## config.mk

```make
export PLATFORM = sky130hd
export DESIGN_NAME = firmware_info_register_port
export DESIGN_NICKNAME = d
export VERILOG_FILES = /design/src/design/fwinfo_pkg.sv /design/src/design/fwinfo_front.sv /design/src/design/fwinfo_exec.sv /design/src/design/fwinfo_outq.sv /design/src/design/firmware_info_register_port.sv
export SDC_FILE = /design/constraint.sdc
export NUM_CORES = 1
export LEC_CHECK = 0
export ABC_AREA = 0
export BUFFER_PORTS_ARGS = -buffer_cell sky130_fd_sc_hd__buf_2
export CAP_MARGIN = 20
export CORE_MARGIN = 1
export CORE_UTILIZATION = 50
export DETAILED_ROUTE_END_ITERATION = 8
export PLACE_DENSITY = 0.72
export SLEW_MARGIN = 20
export SYNTH_ARGS = -nofsm -noshare
export SYNTH_HDL_FRONTEND = slang
export SYNTH_HIERARCHICAL = 1
export SYNTH_SLANG_ARGS = --single-unit
```

## constraint.sdc

```tcl
create_clock -name clk -period 3.75 [get_ports clk]
set_clock_uncertainty 0.15 [all_clocks]
set_input_delay 0.1875 -clock clk [delete_from_list [all_inputs] [get_ports clk]]
set_output_delay 0.1875 -clock clk [all_outputs]
set_load 0.05 [all_outputs]
```

## src/design/fwinfo_pkg.sv

```systemverilog
`timescale 1ns / 1ps
`default_nettype none
package fwinfo_pkg;

  // Banner capture store
  localparam int BANNER_DEPTH = 95;
  localparam int BANNER_AW    = $clog2(BANNER_DEPTH);
  localparam int BANNER_LW    = 7;

  // Tail store of the most recent image bytes
  localparam int TAIL_DEPTH = 16;
  localparam int TAIL_AW    = (TAIL_DEPTH > 1) ? $clog2(TAIL_DEPTH) : 1;
  localparam int TAIL_CW    = $clog2(TAIL_DEPTH + 1);

  // Queue between front and back, and result queue
  localparam int IQ_DEPTH = 2;
  localparam int IQ_AW    = $clog2(IQ_DEPTH);
  localparam int IQ_CW    = $clog2(IQ_DEPTH + 1);
  localparam int OQ_DEPTH = 4;
  localparam int OQ_AW    = $clog2(OQ_DEPTH);
  localparam int OQ_CW    = $clog2(OQ_DEPTH + 1);

  localparam logic [31:0] HASH_ADD     = 32'h9E37_79B9;
  localparam logic [31:0] MARK_LTD     = 32'h4C54_442E;
  localparam logic [31:0] MARK_REV     = 32'h5265_7620;
  localparam logic [6:0]  FALLBACK_LEN = 7'd27;

  localparam logic [7:0] CHAR_LO   = 8'h20;
  localparam logic [7:0] CHAR_HI   = 8'h7E;
  localparam logic [7:0] DIGIT_LO  = 8'h30;
  localparam logic [7:0] DIGIT_HI  = 8'h39;

  // Data map
  localparam logic [7:0] IDX_BANNER_LO = 8'h80;
  localparam logic [7:0] IDX_TAIL_LO   = 8'hE0;
  localparam logic [7:0] IDX_SIG_LO    = 8'hF0;
  localparam logic [7:0] IDX_SIG0      = 8'hF0;
  localparam logic [7:0] IDX_SIG1      = 8'hF1;
  localparam logic [7:0] IDX_SIG2      = 8'hF2;
  localparam logic [7:0] IDX_REV       = 8'hF3;
  localparam logic [7:0] IDX_CNT0      = 8'hF4;
  localparam logic [7:0] IDX_CNT1      = 8'hF5;
  localparam logic [7:0] IDX_CNT2      = 8'hF6;
  localparam logic [7:0] IDX_SUM0      = 8'hF7;
  localparam logic [7:0] IDX_SUM1      = 8'hF8;
  localparam logic [7:0] IDX_MAGIC     = 8'hF9;
  localparam logic [7:0] IDX_SUM2      = 8'hFA;
  localparam logic [7:0] IDX_SUM3      = 8'hFB;
  localparam logic [7:0] IDX_BLEN      = 8'hFC;
  localparam logic [7:0] IDX_RCNT      = 8'hFE;
  localparam logic [7:0] IDX_ID        = 8'hFF;

  localparam logic [7:0] SIG0_BYTE  = 8'h4D;
  localparam logic [7:0] SIG1_BYTE  = 8'h43;
  localparam logic [7:0] SIG2_BYTE  = 8'h55;
  localparam logic [7:0] MAGIC_BYTE = 8'h81;
  localparam logic [7:0] ID_BYTE    = 8'hA5;

  typedef enum logic [2:0] {
    CMD_BEGIN  = 3'd0,
    CMD_BYTE   = 3'd1,
    CMD_END    = 3'd2,
    CMD_WIDX   = 3'd3,
    CMD_RIDX   = 3'd4,
    CMD_RDATA  = 3'd5,
    CMD_WDATA  = 3'd6,
    CMD_UNUSED = 3'd7
  } cmd_t;

  typedef enum logic [1:0] {
    SEL_CONST  = 2'd0,
    SEL_BANNER = 2'd1,
    SEL_TAIL   = 2'd2
  } sel_t;

  typedef struct packed {
    cmd_t       op;
    logic [7:0] data;
  } item_t;

  typedef struct packed {
    logic [7:0] read_data;
    logic       image_loaded;
  } result_t;

  // Banner shown when no printable leading bytes were captured
  function automatic logic [7:0] fallback_byte(input logic [4:0] off);
    logic [7:0] c;
    case (off)
      5'd0:  c = 8'h4D;
      5'd1:  c = 8'h33;
      5'd2:  c = 8'h38;
      5'd3:  c = 8'h32;
      5'd4:  c = 8'h32;
      5'd5:  c = 8'h78;
      5'd6:  c = 8'h20;
      5'd7:  c = 8'h70;
      5'd8:  c = 8'h6F;
      5'd9:  c = 8'h77;
      5'd10: c = 8'h65;
      5'd11: c = 8'h72;
      5'd12: c = 8'h2D;
      5'd13: c = 8'h73;
      5'd14: c = 8'h65;
      5'd15: c = 8'h6E;
      5'd16: c = 8'h73;
      5'd17: c = 8'h65;
      5'd18: c = 8'h20;
      5'd19: c = 8'h66;
      5'd20: c = 8'h69;
      5'd21: c = 8'h72;
      5'd22: c = 8'h6D;
      5'd23: c = 8'h77;
      5'd24: c = 8'h61;
      5'd25: c = 8'h72;
      5'd26: c = 8'h65;
      default: c = 8'h00;
    endcase
    return c;
  endfunction

endpackage
`default_nettype wire

```

## src/design/fwinfo_front.sv

```systemverilog
`timescale 1ns / 1ps
`default_nettype none
module fwinfo_front (
  input  wire logic          clk,
  input  wire logic          rst,
  input  wire logic          push,
  output logic               full,
  input  wire logic [2:0]    command,
  input  wire logic [7:0]    image_byte,
  input  wire logic [7:0]    index_value,
  output fwinfo_pkg::item_t  item,
  output logic               item_valid,
  input  wire logic          item_take
);
  import fwinfo_pkg::*;

  item_t             q [IQ_DEPTH];
  logic [IQ_AW-1:0]  wr_ptr;
  logic [IQ_AW-1:0]  rd_ptr;
  logic [IQ_CW-1:0]  count;
  logic              push_ok;
  item_t             incoming;

  assign full       = (count == IQ_CW'(IQ_DEPTH));
  assign push_ok    = push && !full;
  assign item_valid = (count != '0);
  assign item      = q[rd_ptr];

  // Classify: keep the one operand byte that the command uses
  always_comb begin
    incoming.op = cmd_t'(command);
    case (cmd_t'(command))
      CMD_BYTE: incoming.data = image_byte;
      CMD_WIDX: incoming.data = index_value;
      default:  incoming.data = 8'h00;
    endcase
  end

  always_ff @(posedge clk) begin
    if (push_ok) begin
      q[wr_ptr] <= incoming;
    end
  end

  always_ff @(posedge clk) begin
    if (rst) begin
      wr_ptr <= '0;
      rd_ptr <= '0;
      count  <= '0;
    end else begin
      if (push_ok) begin
        wr_ptr <= (wr_ptr == IQ_AW'(IQ_DEPTH - 1)) ? '0 : wr_ptr + 1'b1;
      end
      if (item_take) begin
        rd_ptr <= (rd_ptr == IQ_AW'(IQ_DEPTH - 1)) ? '0 : rd_ptr + 1'b1;
      end
      case ({push_ok, item_take})
        2'b10:   count <= count + 1'b1;
        2'b01:   count <= count - 1'b1;
        default: count <= count;
      endcase
    end
  end

endmodule
`default_nettype wire

```

## src/design/fwinfo_exec.sv

```systemverilog
`timescale 1ns / 1ps
`default_nettype none
module fwinfo_exec (
  input  wire logic                     clk,
  input  wire logic                     rst,
  input  wire fwinfo_pkg::item_t        item,
  input  wire logic                     item_valid,
  output logic                          item_take,
  input  wire logic [fwinfo_pkg::OQ_CW-1:0] out_count,
  output fwinfo_pkg::result_t           res,
  output logic                          res_valid
);
  import fwinfo_pkg::*;

  logic                  image_valid,    image_valid_next;
  logic [31:0]           byte_count,     byte_count_next;
  logic [31:0]           hash_value,     hash_value_next;
  logic                  capture_open,   capture_open_next;
  logic [BANNER_LW-1:0]  banner_length,  banner_length_next;
  logic [23:0]           recent_chars,   recent_chars_next;
  logic [31:0]           marker_window,  marker_window_next;
  logic [4:0]            pending_digit,  pending_digit_next;
  logic [3:0]            revision_value, revision_value_next;
  logic                  revision_found, revision_found_next;
  logic [TAIL_AW-1:0]    tail_head,      tail_head_next;
  logic [7:0]            index_reg,      index_reg_next;
  logic [7:0]            read_count,     read_count_next;

  logic [7:0]            banner_mem [BANNER_DEPTH];
  logic [7:0]            tail_mem   [TAIL_DEPTH];
  logic [7:0]            banner_rd;
  logic [7:0]            tail_rd;

  logic                  banner_we;
  logic                  tail_we;
  logic [BANNER_AW-1:0]  banner_ra;
  logic [TAIL_AW-1:0]    tail_ra;

  logic [7:0]            b;
  logic                  printable;
  logic [31:0]           last4;
  logic                  rev_found_now;
  logic [7:0]            blen;
  logic [6:0]            off_b;
  logic [3:0]            off_t;
  logic [TAIL_CW-1:0]    tail_fill;
  logic [TAIL_AW-1:0]    tail_start;
  logic [4:0]            tail_sum;
  logic [OQ_CW:0]        in_flight;

  sel_t                  sel;
  logic [7:0]            const_byte;

  logic                  s2_valid;
  sel_t                  s2_sel;
  logic [7:0]            s2_const;
  logic                  s2_loaded;

  // Issue only when the result queue has room for everything in flight
  assign in_flight = (OQ_CW + 1)'(out_count) + (OQ_CW + 1)'(s2_valid);
  assign item_take = item_valid && (in_flight < (OQ_CW + 1)'(OQ_DEPTH));

  assign b         = item.data;
  assign printable = (b >= CHAR_LO) && (b <= CHAR_HI);
  assign last4     = {recent_chars, b};
  assign rev_found_now = revision_found | pending_digit[4];

  assign blen  = (banner_length != '0) ? 8'(banner_length) : 8'(FALLBACK_LEN);
  assign off_b = index_reg[6:0];
  assign off_t = index_reg[3:0];
  assign banner_ra = off_b[BANNER_AW-1:0];

  assign tail_fill  = (byte_count < 32'(TAIL_DEPTH)) ? TAIL_CW'(byte_count)
                                                      : TAIL_CW'(TAIL_DEPTH);
  assign tail_start = (tail_fill < TAIL_CW'(TAIL_DEPTH)) ? '0 : tail_head;
  assign tail_sum   = 5'(tail_start) + 5'(off_t);
  assign tail_ra    = (tail_sum >= 5'(TAIL_DEPTH)) ? TAIL_AW'(tail_sum - 5'(TAIL_DEPTH))
                                                   : TAIL_AW'(tail_sum);

  always_comb begin
    image_valid_next    = image_valid;
    byte_count_next     = byte_count;
    hash_value_next     = hash_value;
    capture_open_next   = capture_open;
    banner_length_next  = banner_length;
    recent_chars_next   = recent_chars;
    marker_window_next  = marker_window;
    pending_digit_next  = pending_digit;
    revision_value_next = revision_value;
    revision_found_next = revision_found;
    tail_head_next      = tail_head;
    index_reg_next      = index_reg;
    read_count_next     = read_count;
    banner_we           = 1'b0;
    tail_we             = 1'b0;
    sel                 = SEL_CONST;
    const_byte          = 8'h00;

    if (item_take) begin
      case (item.op)
        CMD_BEGIN: begin
          image_valid_next    = 1'b0;
          byte_count_next     = '0;
          hash_value_next     = '0;
          capture_open_next   = 1'b1;
          banner_length_next  = '0;
          recent_chars_next   = '0;
          marker_window_next  = '0;
          pending_digit_next  = '0;
          revision_value_next = '0;
          revision_found_next = 1'b0;
          tail_head_next      = '0;
        end
        CMD_BYTE: begin
          if (!image_valid) begin
            if (byte_count != 32'hFFFF_FFFF) begin
              byte_count_next = byte_count + 32'd1;
            end
            hash_value_next = ({hash_value[26:0], hash_value[31:27]} ^ {24'd0, b})
                              + HASH_ADD;

            if (capture_open) begin
              if (!printable) begin
                capture_open_next = 1'b0;
              end else begin
                if (banner_length < BANNER_LW'(BANNER_DEPTH)) begin
                  banner_we = 1'b1;
                end
                banner_length_next = banner_length + 1'b1;
                recent_chars_next  = last4[23:0];
                if (last4 == MARK_LTD ||
                    banner_length_next >= BANNER_LW'(BANNER_DEPTH)) begin
                  capture_open_next = 1'b0;
                end
              end
            end

            // Commit the digit once a byte follows it
            if (!revision_found && pending_digit[4]) begin
              revision_value_next = pending_digit[3:0];
              revision_found_next = 1'b1;
            end
            pending_digit_next = '0;
            if (!rev_found_now && marker_window == MARK_REV &&
                b >= DIGIT_LO && b <= DIGIT_HI) begin
              pending_digit_next = {1'b1, b[3:0]};
            end
            marker_window_next = {marker_window[23:0], b};

            tail_we        = 1'b1;
            tail_head_next = (tail_head == TAIL_AW'(TAIL_DEPTH - 1)) ? '0
                                                                     : tail_head + 1'b1;
          end
        end
        CMD_END: begin
          image_valid_next = (byte_count != '0);
        end
        CMD_WIDX: begin
          index_reg_next = b;
        end
        CMD_RIDX: begin
          const_byte = index_reg;
        end
        CMD_RDATA: begin
          read_count_next = read_count + 8'd1;
          if (image_valid) begin
            if (index_reg >= IDX_BANNER_LO && index_reg < IDX_TAIL_LO) begin
              if (8'(off_b) < blen) begin
                if (banner_length == '0) begin
                  const_byte = fallback_byte(off_b[4:0]);
                end else begin
                  sel = SEL_BANNER;
                end
              end
            end else if (index_reg >= IDX_TAIL_LO && index_reg < IDX_SIG_LO) begin
              if (5'(off_t) < 5'(tail_fill)) begin
                sel = SEL_TAIL;
              end
            end else begin
              case (index_reg)
                IDX_SIG0:  const_byte = SIG0_BYTE;
                IDX_SIG1:  const_byte = SIG1_BYTE;
                IDX_SIG2:  const_byte = SIG2_BYTE;
                IDX_REV:   const_byte = {4'd0, revision_value};
                IDX_CNT0:  const_byte = byte_count[7:0];
                IDX_CNT1:  const_byte = byte_count[15:8];
                IDX_CNT2:  const_byte = byte_count[23:16];
                IDX_SUM0:  const_byte = hash_value[7:0];
                IDX_SUM1:  const_byte = hash_value[15:8];
                IDX_MAGIC: const_byte = MAGIC_BYTE;
                IDX_SUM2:  const_byte = hash_value[23:16];
                IDX_SUM3:  const_byte = hash_value[31:24];
                IDX_BLEN:  const_byte = blen;
                IDX_RCNT:  const_byte = read_count_next;
                IDX_ID:    const_byte = ID_BYTE;
                default:   const_byte = 8'h00;
              endcase
            end
          end
        end
        default: begin
        end
      endcase
    end
  end

  // Stores: written on image bytes, read with a registered port on issue
  always_ff @(posedge clk) begin
    if (banner_we) begin
      banner_mem[banner_length[BANNER_AW-1:0]] <= b;
    end
    if (tail_we) begin
      tail_mem[tail_head] <= b;
    end
    if (item_take) begin
      banner_rd <= banner_mem[banner_ra];
      tail_rd   <= tail_mem[tail_ra];
      s2_sel    <= sel;
      s2_const  <= const_byte;
      s2_loaded <= image_valid_next;
    end
  end

  always_ff @(posedge clk) begin
    if (rst) begin
      image_valid    <= 1'b0;
      byte_count     <= '0;
      hash_value     <= '0;
      capture_open   <= 1'b1;
      banner_length  <= '0;
      recent_chars   <= '0;
      marker_window  <= '0;
      pending_digit  <= '0;
      revision_value <= '0;
      revision_found <= 1'b0;
      tail_head      <= '0;
      index_reg      <= '0;
      read_count     <= '0;
      s2_valid       <= 1'b0;
    end else begin
      image_valid    <= image_valid_next;
      byte_count     <= byte_count_next;
      hash_value     <= hash_value_next;
      capture_open   <= capture_open_next;
      banner_length  <= banner_length_next;
      recent_chars   <= recent_chars_next;
      marker_window  <= marker_window_next;
      pending_digit  <= pending_digit_next;
      revision_value <= revision_value_next;
      revision_found <= revision_found_next;
      tail_head      <= tail_head_next;
      index_reg      <= index_reg_next;
      read_count     <= read_count_next;
      s2_valid       <= item_take;
    end
  end

  assign res_valid = s2_valid;

  always_comb begin
    res.image_loaded = s2_loaded;
    case (s2_sel)
      SEL_BANNER: res.read_data = banner_rd;
      SEL_TAIL:   res.read_data = tail_rd;
      default:    res.read_data = s2_const;
    endcase
  end

endmodule
`default_nettype wire

```

## src/design/fwinfo_outq.sv

```systemverilog
`timescale 1ns / 1ps
`default_nettype none
module fwinfo_outq (
  input  wire logic                     clk,
  input  wire logic                     rst,
  input  wire fwinfo_pkg::result_t      res,
  input  wire logic                     res_valid,
  output logic [fwinfo_pkg::OQ_CW-1:0]  count,
  output logic                          empty,
  input  wire logic                     pop,
  output logic [7:0]                    read_data,
  output logic                          image_loaded
);
  import fwinfo_pkg::*;

  result_t           q [OQ_DEPTH];
  logic [OQ_AW-1:0]  wr_ptr;
  logic [OQ_AW-1:0]  rd_ptr;
  logic              pop_ok;

  assign empty        = (count == '0);
  assign pop_ok       = pop && !empty;
  assign read_data    = q[rd_ptr].read_data;
  assign image_loaded = q[rd_ptr].image_loaded;

  // The back end reserves a slot before issue, so a push never overflows
  always_ff @(posedge clk) begin
    if (res_valid) begin
      q[wr_ptr] <= res;
    end
  end

  always_ff @(posedge clk) begin
    if (rst) begin
      wr_ptr <= '0;
      rd_ptr <= '0;
      count  <= '0;
    end else begin
      if (res_valid) begin
        wr_ptr <= (wr_ptr == OQ_AW'(OQ_DEPTH - 1)) ? '0 : wr_ptr + 1'b1;
      end
      if (pop_ok) begin
        rd_ptr <= (rd_ptr == OQ_AW'(OQ_DEPTH - 1)) ? '0 : rd_ptr + 1'b1;
      end
      case ({res_valid, pop_ok})
        2'b10:   count <= count + 1'b1;
        2'b01:   count <= count - 1'b1;
        default: count <= count;
      endcase
    end
  end

endmodule
`default_nettype wire

```

## src/design/firmware_info_register_port.sv

```systemverilog
`timescale 1ns / 1ps
`default_nettype none
// Channel   Side     Handshake          Fields
// -------   ------   ----------------   ---------------------------------------
// input     sink     push / full        command[2:0] image_byte[7:0] index_value[7:0]
// result    source   pop / empty        read_data[7:0] image_loaded
//
// One word in, one result word out, at one word per cycle sustained while
// the result side pops. An accepted input word is written into the input
// queue, then runs the execute stage and its registered store read once the
// back end takes it, and its result is then written into the result queue,
// where it shows on the result ports.
// Reset (rst, synchronous) empties both queues and clears the image state;
// the banner and tail stores keep their contents and are never read unwritten.
// A stalled result side backs up the four-entry result queue, then the
// two-entry input queue, and only then raises full.
module firmware_info_register_port (
  input  wire logic        clk,
  input  wire logic        rst,
  input  wire logic        push,
  output logic             full,
  input  wire logic [2:0]  command,
  input  wire logic [7:0]  image_byte,
  input  wire logic [7:0]  index_value,
  output logic             empty,
  input  wire logic        pop,
  output logic [7:0]       read_data,
  output logic             image_loaded
);
  import fwinfo_pkg::*;

  item_t             item;
  logic              item_valid;
  logic              item_take;
  result_t           res;
  logic              res_valid;
  logic [OQ_CW-1:0]  out_count;

  // Front: accept the word, pick its operand byte, hold it in a short queue
  fwinfo_front u_front (
    .clk         (clk),
    .rst         (rst),
    .push        (push),
    .full        (full),
    .command     (command),
    .image_byte  (image_byte),
    .index_value (index_value),
    .item        (item),
    .item_valid  (item_valid),
    .item_take   (item_take)
  );

  // Back: update image state, checksum and stores; look up the read byte.
  // It takes a word only when the result queue has a slot reserved for it.
  fwinfo_exec u_exec (
    .clk        (clk),
    .rst        (rst),
    .item       (item),
    .item_valid (item_valid),
    .item_take  (item_take),
    .out_count  (out_count),
    .res        (res),
    .res_valid  (res_valid)
  );

  // Result queue: hold finished words until the consumer pops them
  fwinfo_outq u_outq (
    .clk          (clk),
    .rst          (rst),
    .res          (res),
    .res_valid    (res_valid),
    .count        (out_count),
    .empty        (empty),
    .pop          (pop),
    .read_data    (read_data),
    .image_loaded (image_loaded)
  );

endmodule
`default_nettype wire

```

==> reports/metrics.cfg <==
[synth]
syn-cell-area_mm2 = 0.04787
synth_nets = 3058
post-synth-top-area-cell = edfxtp_1
synth_area_per_cell_um2 = 15.98
synth_ff_type = edfxtp_1
synth_top_area_share_pct = 61.04
ys_seq_elements = 1154
syn_inst = 2995
yosys_warnings = 6
synth_cell_type_count = 102
ys_seq_area_share_pct = 68.61
yosys-top-cells-area = edfxtp_1 61%, mux4_2 11%, dfxtp_1 7.6%
synth-edff-count = 973
async_flop_share_pct = 0

[timing]
hold_viol_final = 0
final.setup.worst_slack_ns = 0.1740
rsz0062_at_grt = no
drv_slew = 0
min_period_ns = 3.576
relSlewSlack_pct = 25.55
fmax_mhz = 279.6
period_share_pct = 95.36
setup_viol = 0
fin_setup_tns_ns = 0
tightest_slew_ns = 1.117

[power]
internal_power_w = 0.02323
peakVddDrop_v = 0.0004082
finalPower_w = 0.03168
power_density_mw_per_mm2 = 579.6
p_seq_share_pct = 49.6
p_sw_w = 0.008454
leakage_nw = 17.57
power_frac_comb_pct = 15.0
power_frac_clock_pct = 35.4
swShare_pct = 26.68

[flow_run]
drv_cap = 0

[global_route]
antenna_found_initial = 1
grt_pass1_vias = 28040
grt_max_degree = 98
grt_pass1_wl_um = 173700
grt-ovfl-total = 0
track_usage_pct = 23.61

[cells_and_area]
fillers = 7032
final_nets = 3288
num_antenna_cells = 0
largest_reg_flops = 760
area_growth_pct = 14.19
drive_gt1_share_pct = 22.80

[critical_path]
slowest_stage = nor4b_4
slowest_delay_ns = 0.68
end_kind = register
rr_worst_depth = 9
critPathRequiredTime_ns = 4.16
worstSetupPathType = register to register
crit_arrival_ns = 3.98
path_delay_family = simple AND/OR/NAND/NOR gates
worstSetupPathDepth = 9
worstSetupStartpointType = register
timing.critical_path.mode_cell = buf_4
cp_cell_sequence = buf_4, mux2_2, buf_4, a211oi_1, nand3_2, nor4b_4, nand4_1, xor2_1, nor2_1
cp_num_buf_inv = 2
cp_max_fo = 10

[detailed_routing]
via_per_inst = 6.122
drt-total-wl_um = 114300
antenna_left = 0
firstDrtPassIters = 6
drt_iter0_drc = 2987
drc = 0
wl_per_cell_um = 24.93
vias = 28070

[clocking]
root_buffer = clkbuf_16
clkLatencyLatePin_ns = 0.70
cts_buffers = 112
clk_pin_slew_ns = 0.06
cts_htree_levels = 3
cts_sinks = 1154
cts_buffer_depth = 3
cts_tree = built

[floorplanning]
die_w_um = 311.4
core_area_mm2 = 0.09487
io_pins = 34
initial_core_util_pct = 50.45
die_area_mm2 = 0.09697
core.rowCount = 113
die_y_um = 311.4

[outcome]
status = finished, final reports clean

[placement]
place_congestion = 0.9085
pre_cts_ws_ns = 0.1527
port_buffers = 33
detailed_place_hpwl_um = 73420

[min_path]
hold_depth = 2
hp-class = input pin to register

## path summary, 6_finish.rpt
kind                                         startpoint                       to  slack, ns
worst max-delay path                           register    u_exec/byte_count[30]       0.17
worst min-delay path                         command[2]         u_front/q[0][10]       0.10
worst max register to register                 register    u_exec/byte_count[30]       0.17
worst min register to register  u_exec/recent_chars[19]  u_exec/recent_chars[19]       0.32
## synthesized netlist by cell type, types with 17 or more instances
cell      count
edfxtp_1    973
nor2b_1      19
xor2_1       38
o21ai_0     105
a22oi_1      94
nor2_1      290
buf_2        53
inv_1        40
nand2_1     164
buf_4        24
ha_1         38
dfxtp_1     181
clkbuf_1     67
nand3_1      83
xnor2_1      43
nor3_1       26
buf_6        17
mux4_2      239
nand4_1      18
a21oi_1     116
mux2i_1      54
## cell usage in the layout, fill, tap and decap left out, types with 15 or more instances in the layout
master / instances
nor3_1: 26
buf_4: 224
or3_1: 16
and3_1: 15
mux4_2: 239
dlygate4sd3_1: 22
nand2_1: 163
nand2b_1: 16
clkbuf_1: 18
edfxtp_1: 973
dfxtp_1: 177
clkbuf_16: 117
a22oi_1: 94
xor2_1: 38
mux2i_1: 54
nor2_1: 289
nand3_1: 82
nor2b_1: 18
inv_1: 40
buf_12: 17
clkinv_1: 19
a21oi_1: 116
ha_1: 37
a221oi_1: 16
clkinv_2: 26
buf_2: 32
o21ai_0: 105
xnor2_1: 42
nand4_1: 18
## final cells by class
type / instances / area [um^2] / area share, %
multi-input cells: 1618 / 13950 / 25.52
clock inverters: 72 / 689.4 / 1.261
flip-flops and latches: 1154 / 32850 / 60.11
inverters: 44 / 165.2 / 0.3022
clock buffers: 137 / 3017 / 5.519
repair buffers: 295 / 2402 / 4.395
well taps: 1265 / 1583 / 2.896
## routing by layer
layer | track usage (%) | share of wire, % | up-vias | routed length [um]
li1 | - | - | 12230 | -
met1 | 32.47 | 40 | 14280 | 45570
met2 | 38.00 | 48 | 1309 | 55340
met3 | 3.780 | 7.9 | 250 | 9083
met4 | 9.091 | 3.8 | 2 | 4306
met5 | 0 | 0.011 | - | 13
## logic make-up after synthesis
| logic type | after synthesis | synth area share (%) |
|---|---|---|
| muxes | 311 | 12.81 |
| buffers and inverters | 223 | 2.368 |
| and+or+nand+nor | 731 | 7.335 |
| DFF | 1154 | 68.61 |
| AOI/OAI and AO/OA | 452 | 6.227 |
| xor gates and xnor gates | 83 | 1.550 |
| adders and majority gates | 41 | 1.098 |
## stage by stage
step                      util (%)  cells  cell area [um^2]  hold WS [ns]
final                        57.61   4585             54660        0.1005
after global routing         57.61   4585             54660        0.1064
after CTS                    57.58   4584             54630       0.06515
after detailed placement     53.44   4353             50700        0.2397
after global placement       53.44   4353             50700        0.2387
after floorplan                  -   2995             47870        0.1066
## power groups by stage
| stage | Sequential, W | Clock [W] | Combinational (W) |
|---|---|---|---|
| after floorplan | 0.0158 | 0 | 0.00309 |
| after global placement | 0.0160 | 0 | 0.00448 |
| after detailed placement | 0.0160 | 0 | 0.00466 |
| after CTS | 0.0157 | 0.0114 | 0.00470 |
| after global routing | 0.0157 | 0.0119 | 0.00508 |
| final | 0.0157 | 0.0112 | 0.00474 |
## repair_timing
| action | CTS | global route |
|---|---|---|
| endpoints found under the hold margin | 43 | 0 |
| hold buffers | 22 | 0 |
| setup buffers | 0 | 0 |
| endpoints found under the setup margin | 0 | 10 |
| gates resized for setup | 0 | 2 |
Power figures use the tool's default switching activity.
